`config.mk`:
```
export PLATFORM = sky130hd
export DESIGN_NAME = bpac_addu
export DESIGN_NICKNAME = d
export VERILOG_FILES = /design/src/rtl/bpac_pkg.sv /design/src/rtl/bpac_addu.sv
export SDC_FILE = /design/constraint.sdc
export NUM_CORES = 1
export LEC_CHECK = 0
export BUFFER_PORTS_ARGS = -buffer_cell sky130_fd_sc_hd__buf_2
export CAP_MARGIN = 20
export CORE_MARGIN = 4
export CORE_UTILIZATION = 49
export DETAILED_ROUTE_END_ITERATION = 6
export GPL_ROUTABILITY_DRIVEN = 0
export GPL_TIMING_DRIVEN = 0
export PLACE_DENSITY = 0.95
export SYNTH_ARGS = -nofsm -noshare
export SYNTH_HDL_FRONTEND = slang
export SYNTH_SLANG_ARGS = --single-unit
```
`constraint.sdc`:
```
create_clock -name vclk -period 6.4
set_input_delay 1.28 -clock vclk [all_inputs]
set_output_delay 1.28 -clock vclk [all_outputs]
set_load 0.05 [all_outputs]
```
`src/rtl/bpac_pkg.sv`:
```
// ----------------------------------------------------------------------------
// bpac_pkg
// Shared types, constants and helpers for the bump page allocator.
// ----------------------------------------------------------------------------
`default_nettype none

package bpac_pkg;

  localparam int PAGE_BYTES_MAX     = 65536;
  localparam int ALIGN_BYTES        = 16;
  localparam int BLOCK_HEADER_BYTES = 16;
  localparam int PAGE_HEADER_BYTES  = 64;
  localparam int POINTER_BYTES      = 8;
  localparam int TYPE_BITS          = 4;

  localparam int HDR_DEPTH = PAGE_BYTES_MAX / ALIGN_BYTES + 1;
  localparam int HDR_AW    = $clog2(HDR_DEPTH);
  localparam int ALIGN_SH  = $clog2(ALIGN_BYTES);

  // Result status codes
  localparam logic [1:0] ST_OK       = 2'd0;
  localparam logic [1:0] ST_NO_SPACE = 2'd1;
  localparam logic [1:0] ST_BAD_FREE = 2'd2;

  // Opcodes
  localparam logic OP_ALLOC = 1'b0;
  localparam logic OP_FREE  = 1'b1;

  // One block header as stored in the header memory
  typedef struct packed {
    logic                 written;
    logic [15:0]          size;
    logic                 occupied;
    logic [TYPE_BITS-1:0] btype;
    logic [15:0]          prev;
    logic                 prev_valid;
  } hdr_t;

  // Operands of the shared offset adder
  typedef struct packed {
    logic [16:0] a;
    logic [15:0] b;
  } add_req_t;

  typedef struct packed {
    logic [17:0] sum;
    logic        below_bump;
  } add_rsp_t;

  // Map a byte offset to a header slot, clamped to the last slot
  function automatic logic [HDR_AW-1:0] hdr_idx(input logic [17:0] off);
    logic [17:0] slot;
    slot = off >> ALIGN_SH;
    if (slot >= 18'(HDR_DEPTH)) begin
      return HDR_AW'(HDR_DEPTH - 1);
    end
    return slot[HDR_AW-1:0];
  endfunction

endpackage

`default_nettype wire

```
`src/rtl/bpac_addu.sv`:
```
// ----------------------------------------------------------------------------
// bpac_addu
// Shared offset adder: a + b + block header, compared against bump pointer.
// ----------------------------------------------------------------------------
`default_nettype none

module bpac_addu (
  input  wire bpac_pkg::add_req_t req,
  input  wire logic [16:0]        bump,
  output bpac_pkg::add_rsp_t      rsp
);
  import bpac_pkg::*;

  // Add operands plus one header, flag results below the bump pointer
  always_comb begin
    rsp.sum        = {1'b0, req.a} + {2'b00, req.b} + 18'(BLOCK_HEADER_BYTES);
    rsp.below_bump = rsp.sum < {1'b0, bump};
  end

endmodule

`default_nettype wire

```
======== Word level (Yosys, flattened, before mapping) ========
Cells that the tools add are included.
storage, ports and cells
  flip-flop bits (word level) ............. 0
  input bits .............................. 50
  output and inout bits ................... 19
cells by class
  add/sub/neg operators ................... 2
  magnitude comparators ................... 1
operator list
  operator                 count
  $add A17 B16 Y18         1
  $add A18 B5 Y18 const B  1
  $lt A18 B17 Y1           1

======== Logic depth before layout (Yosys ltp) ========
Gate-level depths: netlist (run 1).
  depth after elaboration ................. 3
  mapped depth ............................ 15
  mapped depth without buffers ............ 15

======== Worst setup path before layout (run 1) ========
No wires, ideal clock.
  path type ............................... input -> output
  start ................................... input req[1] (netlist bit)
  end ..................................... output rsp[0] (netlist bit)
  data arrival time ....................... 5.509 ns
  path slack .............................. -0.389 ns
  cell stages on the path ................. 14
  path through ............................ ha_1 -> ha_1 -> fa_1 -> a211oi_2 -> o211ai_2 -> a32oi_2 -> o21ai_0 -> xor2_1 -> ha_1 -> a211oi_1 -> o21ai_0 -> nor3_1 -> nand4_1 -> a311oi_2
RTL lines
  what         RTL line         RTL
  from (decl)  bpac_addu.sv:8   input wire bpac_pkg::add_req_t req,
  to (decl)    bpac_addu.sv:10  output bpac_pkg::add_rsp_t rsp

==> results.rst, run 1 <==
.. list-table::
   :header-rows: 1

   * - Metric
     - Value
   * - Diodes inserted
     - 0
   * - Final net count
     - 346
   * - Die area
     - 3740 sq um
   * - Number of max-capacitance violations reported
     - 0
   * - Netlist Area Pre-Place
     - 1390 sq um
   * - Number of sequential cells in the layout
     - 0
   * - Area growth from synthesis to layout
     - 29.8%
   * - Overall overflow remaining after global route
     - 0
   * - Worst setup path category
     - input pin to primary output
   * - Sequential cell area
     - 0 sq um
   * - # clk buffers
     - 0
   * - Global-route wire length before repair
     - 5.13 mm
   * - Overall die width
     - 61.2 microns
   * - Antenna Nets Post-Route
     - 0
   * - Per-instance average area after synthesis
     - 7.88 sq um
   * - Vias after detailed routing
     - 1491
   * - Internal
     - 0.123 mW
   * - Ratio of total power to cell area
     - 206 nW/um^2
   * - Pin count of the biggest net entering global routing
     - 8
   * - Total of endpoints with negative setup slack in the final report
     - 0
   * - Leakage
     - 1.03 nW
   * - Placed Cells incl. Taps
     - 276
   * - Switching power summed over all nets
     - 0.247 mW
   * - Fraction of power consumed by combinational cells
     - 100.0%
   * - TritonRoute pass-1 iters
     - 4
   * - Post-route minimum period
     - 6.14 ns
   * - Share of final-layout standard cells stronger than drive strength 1
     - 33.1%
   * - Multi-input combinational cell area
     - 1330 sq um
   * - Final total negative setup slack
     - 0 ns
   * - Initial core utilization
     - 50.7%
   * - Beginning of the worst hold path
     - req[16]
   * - Worst hold stages
     - 3
   * - Final cycle utilization of the critical path
     - 95.9%
   * - Post-CTS Setup Bufs
     - 0
   * - Die Span Y
     - 61.2 microns
   * - Antenna violations before repair
     - 0
   * - Crit path max fanout
     - 3
   * - Synthesized netlist net count
     - 275
   * - Yosys cell types
     - 35
   * - Element type at the critical path start
     - input pin
   * - DR WL/cell
     - 11.9 microns
   * - Ports
     - 69
   * - Transition time at the pin with the least slew margin
     - 0.388 ns
   * - Count of port buffers added during placement
     - 69
   * - Half-perimeter wire length after detailed placement
     - 3.04 mm
   * - Setup repair after global routing missed its margin
     - no
   * - Vias in the first global route
     - 1316
   * - Switching share of power
     - 66.7%
   * - Maximum VDD drop
     - 0.164 mV
   * - Residual DRC count
     - 0
   * - Count of fill cells added during filler insertion
     - 237
   * - Std cell rows
     - 19
   * - Total wire length after detailed routing
     - 3.28 mm
   * - Average via count per standard cell
     - 5.40
   * - Upper clock frequency limit
     - 163 MHz
   * - Post-route non-filler standard cell count
     - 276
   * - Outcome
     - finished clean
   * - Gate Count Post-Synth
     - 176
   * - Hold crit path type
     - input pin to primary output
   * - Flop pwr share
     - 0%
   * - Core Footprint
     - 2730 sq um
   * - Number of DRC markers after the initial detailed-route iteration
     - 28
   * - Number of max-slew violations in the final report
     - 0
   * - Worst rel slew slack
     - 73.9%
   * - Critical path startpoint
     - req[1]
   * - Clk network pwr share
     - 0%
   * - CP required
     - 5.12 ns
   * - Endpoint type of the worst setup path
     - primary output
   * - Final Hold Violating Endpoints
     - 0
   * - Sequential share of the synthesized area
     - 0%
   * - Overall fraction of global-route tracks in use
     - 16.9%
   * - Arrival time reported for the critical path endpoint
     - 4.86 ns
   * - Yosys warning total
     - 0
[power groups by stage]
stage	clock [mW]	sequential, mW	combinational [mW]
after floorplan	0	0	0.290
after global placement	0	0	0.359
after detailed placement	0	0	0.368
after CTS	0	0	0.370
after global routing	0	0	0.404
final	0	0	0.370
[critical path: stages]
cell and delay, ns:
buf_2 0.10, ha_1 0.28, ha_1 0.23, fa_1 0.45, a211oi_2 0.28, o211ai_2 0.15
a32oi_2 0.25, o21ai_1 0.16, xor2_2 0.17, ha_1 0.30, a211oi_1 0.22, o21ai_1 0.14
nor3_1 0.18, nand4_1 0.16, a311oi_4 0.26, buf_4 0.24
[cell usage after synthesis, types with 2 or more instances]
master     n  area, sq um
nor3_1     5         25.0
o211ai_1   2         15.0
nor2_1    11         41.3
xnor2_1    8         70.1
ha_1      48          601
inv_1     21         78.8
nor2b_1    2         12.5
a21o_1     6         45.0
o21a_1     3         22.5
a21oi_1   16         80.1
a211oi_1   4         30.0
nand4_1    3         18.8
nand2_1    8         30.0
a31oi_1    2         12.5
xor2_1     6         52.6
o21ai_0    8         40.0
nand3_1    5         25.0
[per-stage QoR]
step                      worst slack [ns]  cell area, sq um  power [mW]  util [%]  hold slack [ns]
after global placement               0.160              1800       0.359      65.7             3.01
after floorplan                     0.0434              1410       0.290         -             2.87
after detailed placement            0.0796              1800       0.368      65.7             3.05
after CTS                           0.0670              1800       0.370      65.7             3.05
after global routing                0.0330              1800       0.404      65.8             3.09
final                                0.265              1800       0.370      65.8             3.04
[cell usage in the layout (no fill, tap or decap), types with 2 or more instances in the layout]
cell	instances
o211ai_1	2
xor2_2	2
nor3_1	5
o21a_1	3
inv_1	21
o21ai_1	2
nand4_1	3
nor2b_1	2
ha_1	48
nand3_1	5
a21oi_1	16
a21o_1	6
nor2_1	11
buf_2	69
xnor2_1	8
a211oi_1	4
o21ai_0	6
a31oi_1	2
nand2_1	8
xor2_1	4
[layout make-up]
class | instances | share of cell area (%)
multi-input combinational | 153 | 73.6
tap | 31 | 2.16
inverter | 21 | 4.38
timing repair buffer | 69 | 19.3
buffer | 2 | 0.487
[per-layer routing]
layer	vias up	global-route usage [%]	share of wire, %
met5	-	0	0
met4	0	1.55	0.43
met3	2	1.05	5.4
met2	39	32.6	51
met1	663	21.1	44
li1	787	-	-
[repair_timing]
item                       4_1_cts  5_1_grt
setup endpoints to repair        0        1
hold buffers                     0        0
resized for setup                0        4
hold endpoints to repair         0        0
[final timing paths]
kind / to / slack [ns]
worst max-delay path: rsp[0] / 0.26
worst min-delay path: rsp[1] / 3.04
[cell families (layout without fill, tap and decap cells)]
kind of cell               count (synthesis)  in the layout  share of synthesized area, %
AOI/OAI and AO/OA                         50             50                          25.8
and+or+nand+nor                           40             40                          14.3
xor gates and xnor gates                  14             14                          8.84
adders and majority gates                 49             49                          44.8
buffers and inverters                     23             92                          6.32
No activity file was read; power rests on OpenSTA's default activity.
==> run 2, diff against run 1 <==
--- a/config.mk
+++ b/config.mk
@@ -8,11 +8,12 @@
 export BUFFER_PORTS_ARGS = -buffer_cell sky130_fd_sc_hd__buf_2
 export CAP_MARGIN = 20
 export CORE_MARGIN = 4
-export CORE_UTILIZATION = 49
+export CORE_UTILIZATION = 53
 export DETAILED_ROUTE_END_ITERATION = 6
 export GPL_ROUTABILITY_DRIVEN = 0
 export GPL_TIMING_DRIVEN = 0
 export PLACE_DENSITY = 0.95
+export SLEW_MARGIN = 25
 export SYNTH_ARGS = -nofsm -noshare
 export SYNTH_HDL_FRONTEND = slang
 export SYNTH_SLANG_ARGS = --single-unit
==> constraint.sdc (replaced) <==
create_clock -name vclk -period 7.8
set_input_delay 1.56 -clock vclk [all_inputs]
set_output_delay 1.56 -clock vclk [all_outputs]
set_load 0.05 [all_outputs]
==> run 2 against run 1 <==
  * Highest routed layer unchanged
  * Die area fell by 6.6%
  * Routed wire length grew 4.8%
  * Worst setup slack improved by 0.71 ns
  * Via count up 1.9%
==> results.rst, run 2 (synthesis results as in run 1) <==
.. list-table::
   :header-rows: 1

   * - Metric
     - Value
   * - Worst-path cell chain
     - buf_2 > ha_1 > ha_1 > fa_1 > a211oi_2 > o211ai_2 > a32oi_2 > o21ai_0 > xor2_1 > ha_1 > a211oi_1 > o21ai_0 > nor3_1 > nand4_1 > a311oi_2 > buf_2
   * - Count of port buffers added during placement
     - 69 (unchanged)
   * - Critical path's largest stage delay
     - 0.44 ns (about the same)
   * - Worst rel slew slack
     - 73.2% (-0.72 points)
   * - Final Hold Violating Endpoints
     - 0 (unchanged)
   * - Residual DRC count
     - 0 (unchanged)
   * - Critical path buffer and inverter count
     - 2 (unchanged)
   * - Vias after detailed routing
     - 1519 (+1.9%)
   * - Endpoint type of the worst setup path
     - primary output
   * - DR WL/cell
     - 12.5 microns (+5.2%)
   * - Setup Slack @ Placement
     - 1.02 ns (+0.945 ns)
   * - Overall fraction of global-route tracks in use
     - 19.6% (+2.6 points)
   * - Switching share of power
     - 67.4% (+0.70 points)
   * - Number of DRC markers after the initial detailed-route iteration
     - 26 (-7.1%)
   * - CP required
     - 6.24 ns (+1.12 ns)
   * - Worst Slack Setup Final
     - 0.978 ns (+0.713 ns)
   * - Element type at the critical path start
     - input pin
   * - Top cell family by delay on the critical path
     - compound AO/OA/AOI/OAI gates
   * - Maximum VDD drop
     - 0.136 mV (-17%)
   * - Hold crit path type
     - input pin to primary output
   * - Leakage
     - 1.03 nW (-0.47%)
   * - Diodes inserted
     - 0 (unchanged)
   * - Overall die width
     - 59.1 microns (-3.3%)
   * - Post-CTS Setup Bufs
     - 0 (unchanged)
   * - Std cell rows
     - 18 (-1)
   * - Internal
     - 0.0972 mW (-21%)
   * - Switching power summed over all nets
     - 0.201 mW (-19%)
   * - Die Span Y
     - 59.1 microns (-3.3%)
   * - Final Hold Slack
     - 3.57 ns (+0.532 ns)
   * - Count of hold-fix buffers inserted at cts
     - 0 (unchanged)
   * - Transition time at the pin with the least slew margin
     - 0.398 ns (+0.0107 ns)
   * - Final net count
     - 346 (unchanged)
   * - Area growth from synthesis to layout
     - 27.6%
   * - Number of sequential cells in the layout
     - 0 (unchanged)
   * - Post-route minimum period
     - 6.82 ns
   * - Fraction of power consumed by combinational cells
     - 100.0% (about the same)
   * - Worst setup path category
     - input pin to primary output
   * - Max stage delay cell, worst path
     - fa_1
   * - Post-cts repair resize count
     - 0 (unchanged)
   * - # clk buffers
     - 0 (unchanged)
   * - Overall overflow remaining after global route
     - 0 (unchanged)
   * - Sequential cell area
     - 0 sq um (unchanged)
   * - Ratio of total power to cell area
     - 168 nW/um^2 (-18%)
   * - Most common cell after layout, fill and taps aside
     - buf_2
   * - Ports
     - 69 (unchanged)
   * - Pin count of the biggest net entering global routing
     - 8 (unchanged)
   * - Antenna Nets Post-Route
     - 0 (unchanged)
   * - Initial core utilization
     - 56.0% (+5.3 points)
   * - Average via count per standard cell
     - 5.52 (+2.2%)
   * - Clk network pwr share
     - 0% (unchanged)
   * - Crit path max fanout
     - 3 (unchanged)
   * - Number of max-capacitance violations reported
     - 0 (unchanged)
   * - Flop pwr share
     - 0% (unchanged)
   * - Most used cells in the layout excluding fill and tap cells
     - 70 x buf_2, 48 x ha_1, 21 x inv_1, 16 x a21oi_1, 11 x nor2_1
   * - Most numerous cell on the critical path
     - ha_1
   * - Share of final-layout standard cells stronger than drive strength 1
     - 32.2% (-0.82 points)
   * - Count of fill cells added during filler insertion
     - 218 (-8.0%)
   * - Post-DP Area
     - 1770 sq um (-1.5%)
   * - Global-route wire length before repair
     - 5.63 mm (+9.8%)
   * - Upper clock frequency limit
     - 147 MHz
   * - Antenna violations before repair
     - 0 (unchanged)
   * - Half-perimeter wire length after detailed placement
     - 3.12 mm (+2.6%)
   * - Setup repair after global routing missed its margin
     - no
   * - Final cycle utilization of the critical path
     - 87.5%
   * - Total wire length after detailed routing
     - 3.44 mm (+4.8%)
   * - Number of max-slew violations in the final report
     - 0 (unchanged)
   * - Die area
     - 3500 sq um (-6.6%)
   * - TritonRoute pass-1 iters
     - 4 (unchanged)
   * - Final cell area excluding filler cells
     - 1770 sq um (-1.7%)
   * - Final total negative setup slack
     - 0 ns (unchanged)
   * - Core Footprint
     - 2480 sq um (-9.4%)
   * - Total of endpoints with negative setup slack in the final report
     - 0 (unchanged)
   * - Arrival time reported for the critical path endpoint
     - 5.26 ns (+0.40 ns)
   * - Vias in the first global route
     - 1439 (+9.3%)
   * - Outcome
     - finished clean
-- run 2: power groups by stage --
stage / combinational, mW / clock (mW) / sequential (mW)
2_1_floorplan: 0.231 / 0 / 0
3_3_place_gp: 0.289 / 0 / 0
3_5_place_dp: 0.297 / 0 / 0
4_1_cts: 0.298 / 0 / 0
5_1_grt: 0.324 / 0 / 0
6_report: 0.298 / 0 / 0
-- run 2: cell type report --
type | instances | area [sq um] | share of cell area (%)
Timing Repair Buffer | 69 | 345 | 19.5
Tap cell | 30 | 37.5 | 2.12
Inverter | 21 | 78.8 | 4.46
Buffer | 2 | 8.76 | 0.495
Multi-Input combinational cell | 153 | 1300 | 73.4
-- run 2: worst paths after layout --
check,startpoint,end,slack (ns),cells past startpoint
hold / removal,req[16],rsp[1],3.57,3
setup / recovery,req[1],rsp[0],0.98,16
-- run 2: worst min-delay path, cell delays in order --
cell,delay [ns]
buf_2,0.08
ha_1,0.12
buf_2,0.25
-- run 2: through the flow --
| step | std cells | util, % | power [mW] |
|---|---|---|---|
| after global routing | 275 | 71.4 | 0.324 |
| after global placement | 275 | 71.4 | 0.289 |
| after floorplan | 176 | - | 0.231 |
| after detailed placement | 275 | 71.4 | 0.297 |
| after CTS | 275 | 71.4 | 0.298 |
| final | 275 | 71.4 | 0.298 |
-- run 2: layer usage --
| metal | share of wire, % | track usage [%] |
|---|---|---|
| met3 | 5.8 | 1.09 |
| met1 | 39 | 22.5 |
| met4 | 0.73 | 2.91 |
| met2 | 54 | 39.4 |
| met5 | 0 | 0 |
==> run 3, diff against run 2 <==
--- a/config.mk
+++ b/config.mk
@@ -7,12 +7,15 @@
 export LEC_CHECK = 0
 export BUFFER_PORTS_ARGS = -buffer_cell sky130_fd_sc_hd__buf_2
 export CAP_MARGIN = 20
+export CELL_PAD_IN_SITES_DETAIL_PLACEMENT = 0
+export CELL_PAD_IN_SITES_GLOBAL_PLACEMENT = 1
 export CORE_MARGIN = 4
-export CORE_UTILIZATION = 53
+export CORE_UTILIZATION = 37
 export DETAILED_ROUTE_END_ITERATION = 6
 export GPL_ROUTABILITY_DRIVEN = 0
 export GPL_TIMING_DRIVEN = 0
 export PLACE_DENSITY = 0.95
+export REMOVE_ABC_BUFFERS = 1
 export SLEW_MARGIN = 25
 export SYNTH_ARGS = -nofsm -noshare
 export SYNTH_HDL_FRONTEND = slang
==> run 3 against run 2 <==
  * First-iteration DRC count up 130%
  * Critical path type unchanged
  * Global-route usage is 7.1 points lower
  * Critical endpoint unchanged
  * Largest cell class unchanged
  * Final cell count grew 5.1%
  * Non-clock buffer count down 2
==> results.rst, run 3 (synthesis results as in run 1) <==
.. list-table::
   :header-rows: 1

   * - Metric
     - Value
   * - Number of DRC markers after the initial detailed-route iteration
     - 60 (+130%)
   * - Overall fraction of global-route tracks in use
     - 12.5% (-7.1 points)
   * - Total met3 wirelength after detailed routing
     - 194 microns (-3.5%)
   * - Final total negative setup slack
     - 0 ns (unchanged)
   * - Worst hold stages
     - 3 (unchanged)
   * - Final Hold Violating Endpoints
     - 0 (unchanged)
   * - Average via count per standard cell
     - 5.09 (-7.8%)
   * - Antenna violations before repair
     - 0 (unchanged)
   * - Maximum VDD drop
     - 0.0961 mV (-29%)
   * - Post-route minimum period
     - 6.72 ns (-0.106 ns)
   * - Post-route non-filler standard cell count
     - 289 (+5.1%)
   * - Vias after detailed routing
     - 1472 (-3.1%)
   * - Setup repair after global routing missed its margin
     - no
   * - Worst setup path category
     - input pin to primary output
   * - Post-CTS Setup Bufs
     - 0 (unchanged)
   * - Placed Cells incl. Taps
     - 289 (+5.1%)
   * - CP required
     - 6.24 ns (about the same)
   * - Number of max-capacitance violations reported
     - 0 (unchanged)
   * - Share of final-layout standard cells stronger than drive strength 1
     - 32.1% (-0.15 points)
   * - Most common cell after layout, fill and taps aside
     - buf_2
   * - Die Span Y
     - 69.2 microns (+17%)
   * - Global-route wire length before repair
     - 5.42 mm (-3.8%)
   * - Pin count of the biggest net entering global routing
     - 8 (unchanged)
   * - Total wire length after detailed routing
     - 3.18 mm (-7.4%)
   * - Beginning of the worst hold path
     - req[16]
   * - Upper clock frequency limit
     - 149 MHz (+1.6%)
   * - Element type at the critical path start
     - input pin
   * - Core Footprint
     - 3470 sq um (+40%)
   * - Final net count
     - 344 (-0.58%)
   * - Half-perimeter wire length after detailed placement
     - 2.99 mm (-4.2%)
   * - Die area
     - 4790 sq um (+37%)
   * - Ports
     - 69 (unchanged)
   * - Highest routed metal layer
     - met3
   * - Worst-path cell chain
     - buf_2 > ha_1 > ha_1 > fa_1 > a211oi_2 > o211ai_2 > a32oi_2 > o21ai_0 > xor2_1 > ha_1 > a211oi_1 > o21ai_0 > nor3_1 > nand4_1 > a311oi_2 > buf_2
   * - Area growth from synthesis to layout
     - 28.4%
   * - Critical path's largest stage delay
     - 0.44 ns (about the same)
   * - Met2 wire length
     - 1.54 mm (-17%)
   * - Number of max-slew violations in the final report
     - 0 (unchanged)
   * - # clk buffers
     - 0 (unchanged)
   * - Count of hold-fix buffers inserted at cts
     - 0 (unchanged)
   * - Residual DRC count
     - 0 (unchanged)
   * - Final cycle utilization of the critical path
     - 86.1% (-1.4 points)
   * - Overall overflow remaining after global route
     - 0 (unchanged)
   * - Initial core utilization
     - 40.0% (-16 points)
   * - Most used cells in the layout excluding fill and tap cells
     - 69 x buf_2, 48 x ha_1, 21 x inv_1, 16 x a21oi_1, 11 x nor2_1
   * - Endpoint type of the worst setup path
     - primary output
   * - DR WL/cell
     - 11.0 microns (-12%)
   * - Top cell family by delay on the critical path
     - compound AO/OA/AOI/OAI gates
   * - Crit path max fanout
     - 3 (unchanged)
   * - Sequential cell area
     - 0 sq um (unchanged)
   * - Diodes inserted
     - 0 (unchanged)
   * - Transition time at the pin with the least slew margin
     - 0.368 ns (-0.0304 ns)
   * - Post-cts repair resize count
     - 0 (unchanged)
   * - Arrival time reported for the critical path endpoint
     - 5.16 ns (-0.10 ns)
   * - Std cell rows
     - 21 (+3)
   * - Outcome
     - finished clean
   * - Ratio of total power to cell area
     - 165 nW/um^2 (-2.0%)
   * - Overall die width
     - 69.2 microns (+17%)
   * - Critical path buffer and inverter count
     - 2 (unchanged)
   * - Most numerous cell on the critical path
     - ha_1
   * - Hold crit path type
     - input pin to primary output
   * - Count of port buffers added during placement
     - 69 (unchanged)
   * - Total of endpoints with negative setup slack in the final report
     - 0 (unchanged)
   * - Leakage
     - 1.02 nW (-0.50%)
   * - Number of sequential cells in the layout
     - 0 (unchanged)
   * - Antenna Nets Post-Route
     - 0 (unchanged)
   * - TritonRoute pass-1 iters
     - 5 (+1)
   * - Worst rel slew slack
     - 75.2% (+2.0 points)
   * - Vias in the first global route
     - 1368 (-4.9%)
   * - Hold endpoint
     - rsp[1]
   * - Max stage delay cell, worst path
     - fa_1
   * - M1 wire length
     - 1.45 mm (+7.1%)
   * - Count of fill cells added during filler insertion
     - 387 (+78%)
## run 3: cell count changes in the layout (fill, tap and decap cells not counted)
cell      before  now
buf_2         70   69
clkbuf_1       1    0
## run 3: worst max path at each step
stage / from / endpoint / slack (ns) / cells after the start
after global placement: req[1] / rsp[0] / 1.11 / 16
after detailed placement: req[1] / rsp[0] / 1.06 / 16
after floorplan: req[1] / rsp[0] / 0.45 / 14
after CTS: req[1] / rsp[0] / 1.04 / 16
final: req[1] / rsp[0] / 1.08 / 16
after global routing: req[1] / rsp[0] / 0.72 / 16
## run 3: tightest hold or removal path: stages
cell,delay [ns]
buf_2,0.08
ha_1,0.12
buf_2,0.26
## run 3: stage by stage
step	utilization, %	power (mW)	setup slack, ns	area, sq um	hold WS, ns
final	51.3	0.294	1.08	1780	3.57
after detailed placement	51.3	0.295	1.06	1780	3.58
after CTS	51.3	0.297	1.04	1780	3.58
after global placement	51.3	0.292	1.11	1780	3.57
after floorplan	-	0.231	0.451	1380	3.42
after global routing	51.3	0.323	0.720	1780	3.61
## run 3: area by class of cell
| type | count | area, sq um | area share [%] |
|---|---|---|---|
| repair buffers | 69 | 345 | 19.4 |
| well taps | 46 | 57.6 | 3.23 |
| inverters | 21 | 78.8 | 4.43 |
| multi-input cells | 153 | 1300 | 72.9 |
## run 3: power by group
part,leakage (nW),switching (mW),internal [mW]
logic,1.02,0.197,0.0967
clock network,0,0,0
registers,0,0,0
## run 3: layer usage
metal	vias up	global-route usage [%]
li1	786	-
met1	646	15.9
met2	40	23.5
met3	0	1.59
met4	0	0.217
met5	-	0
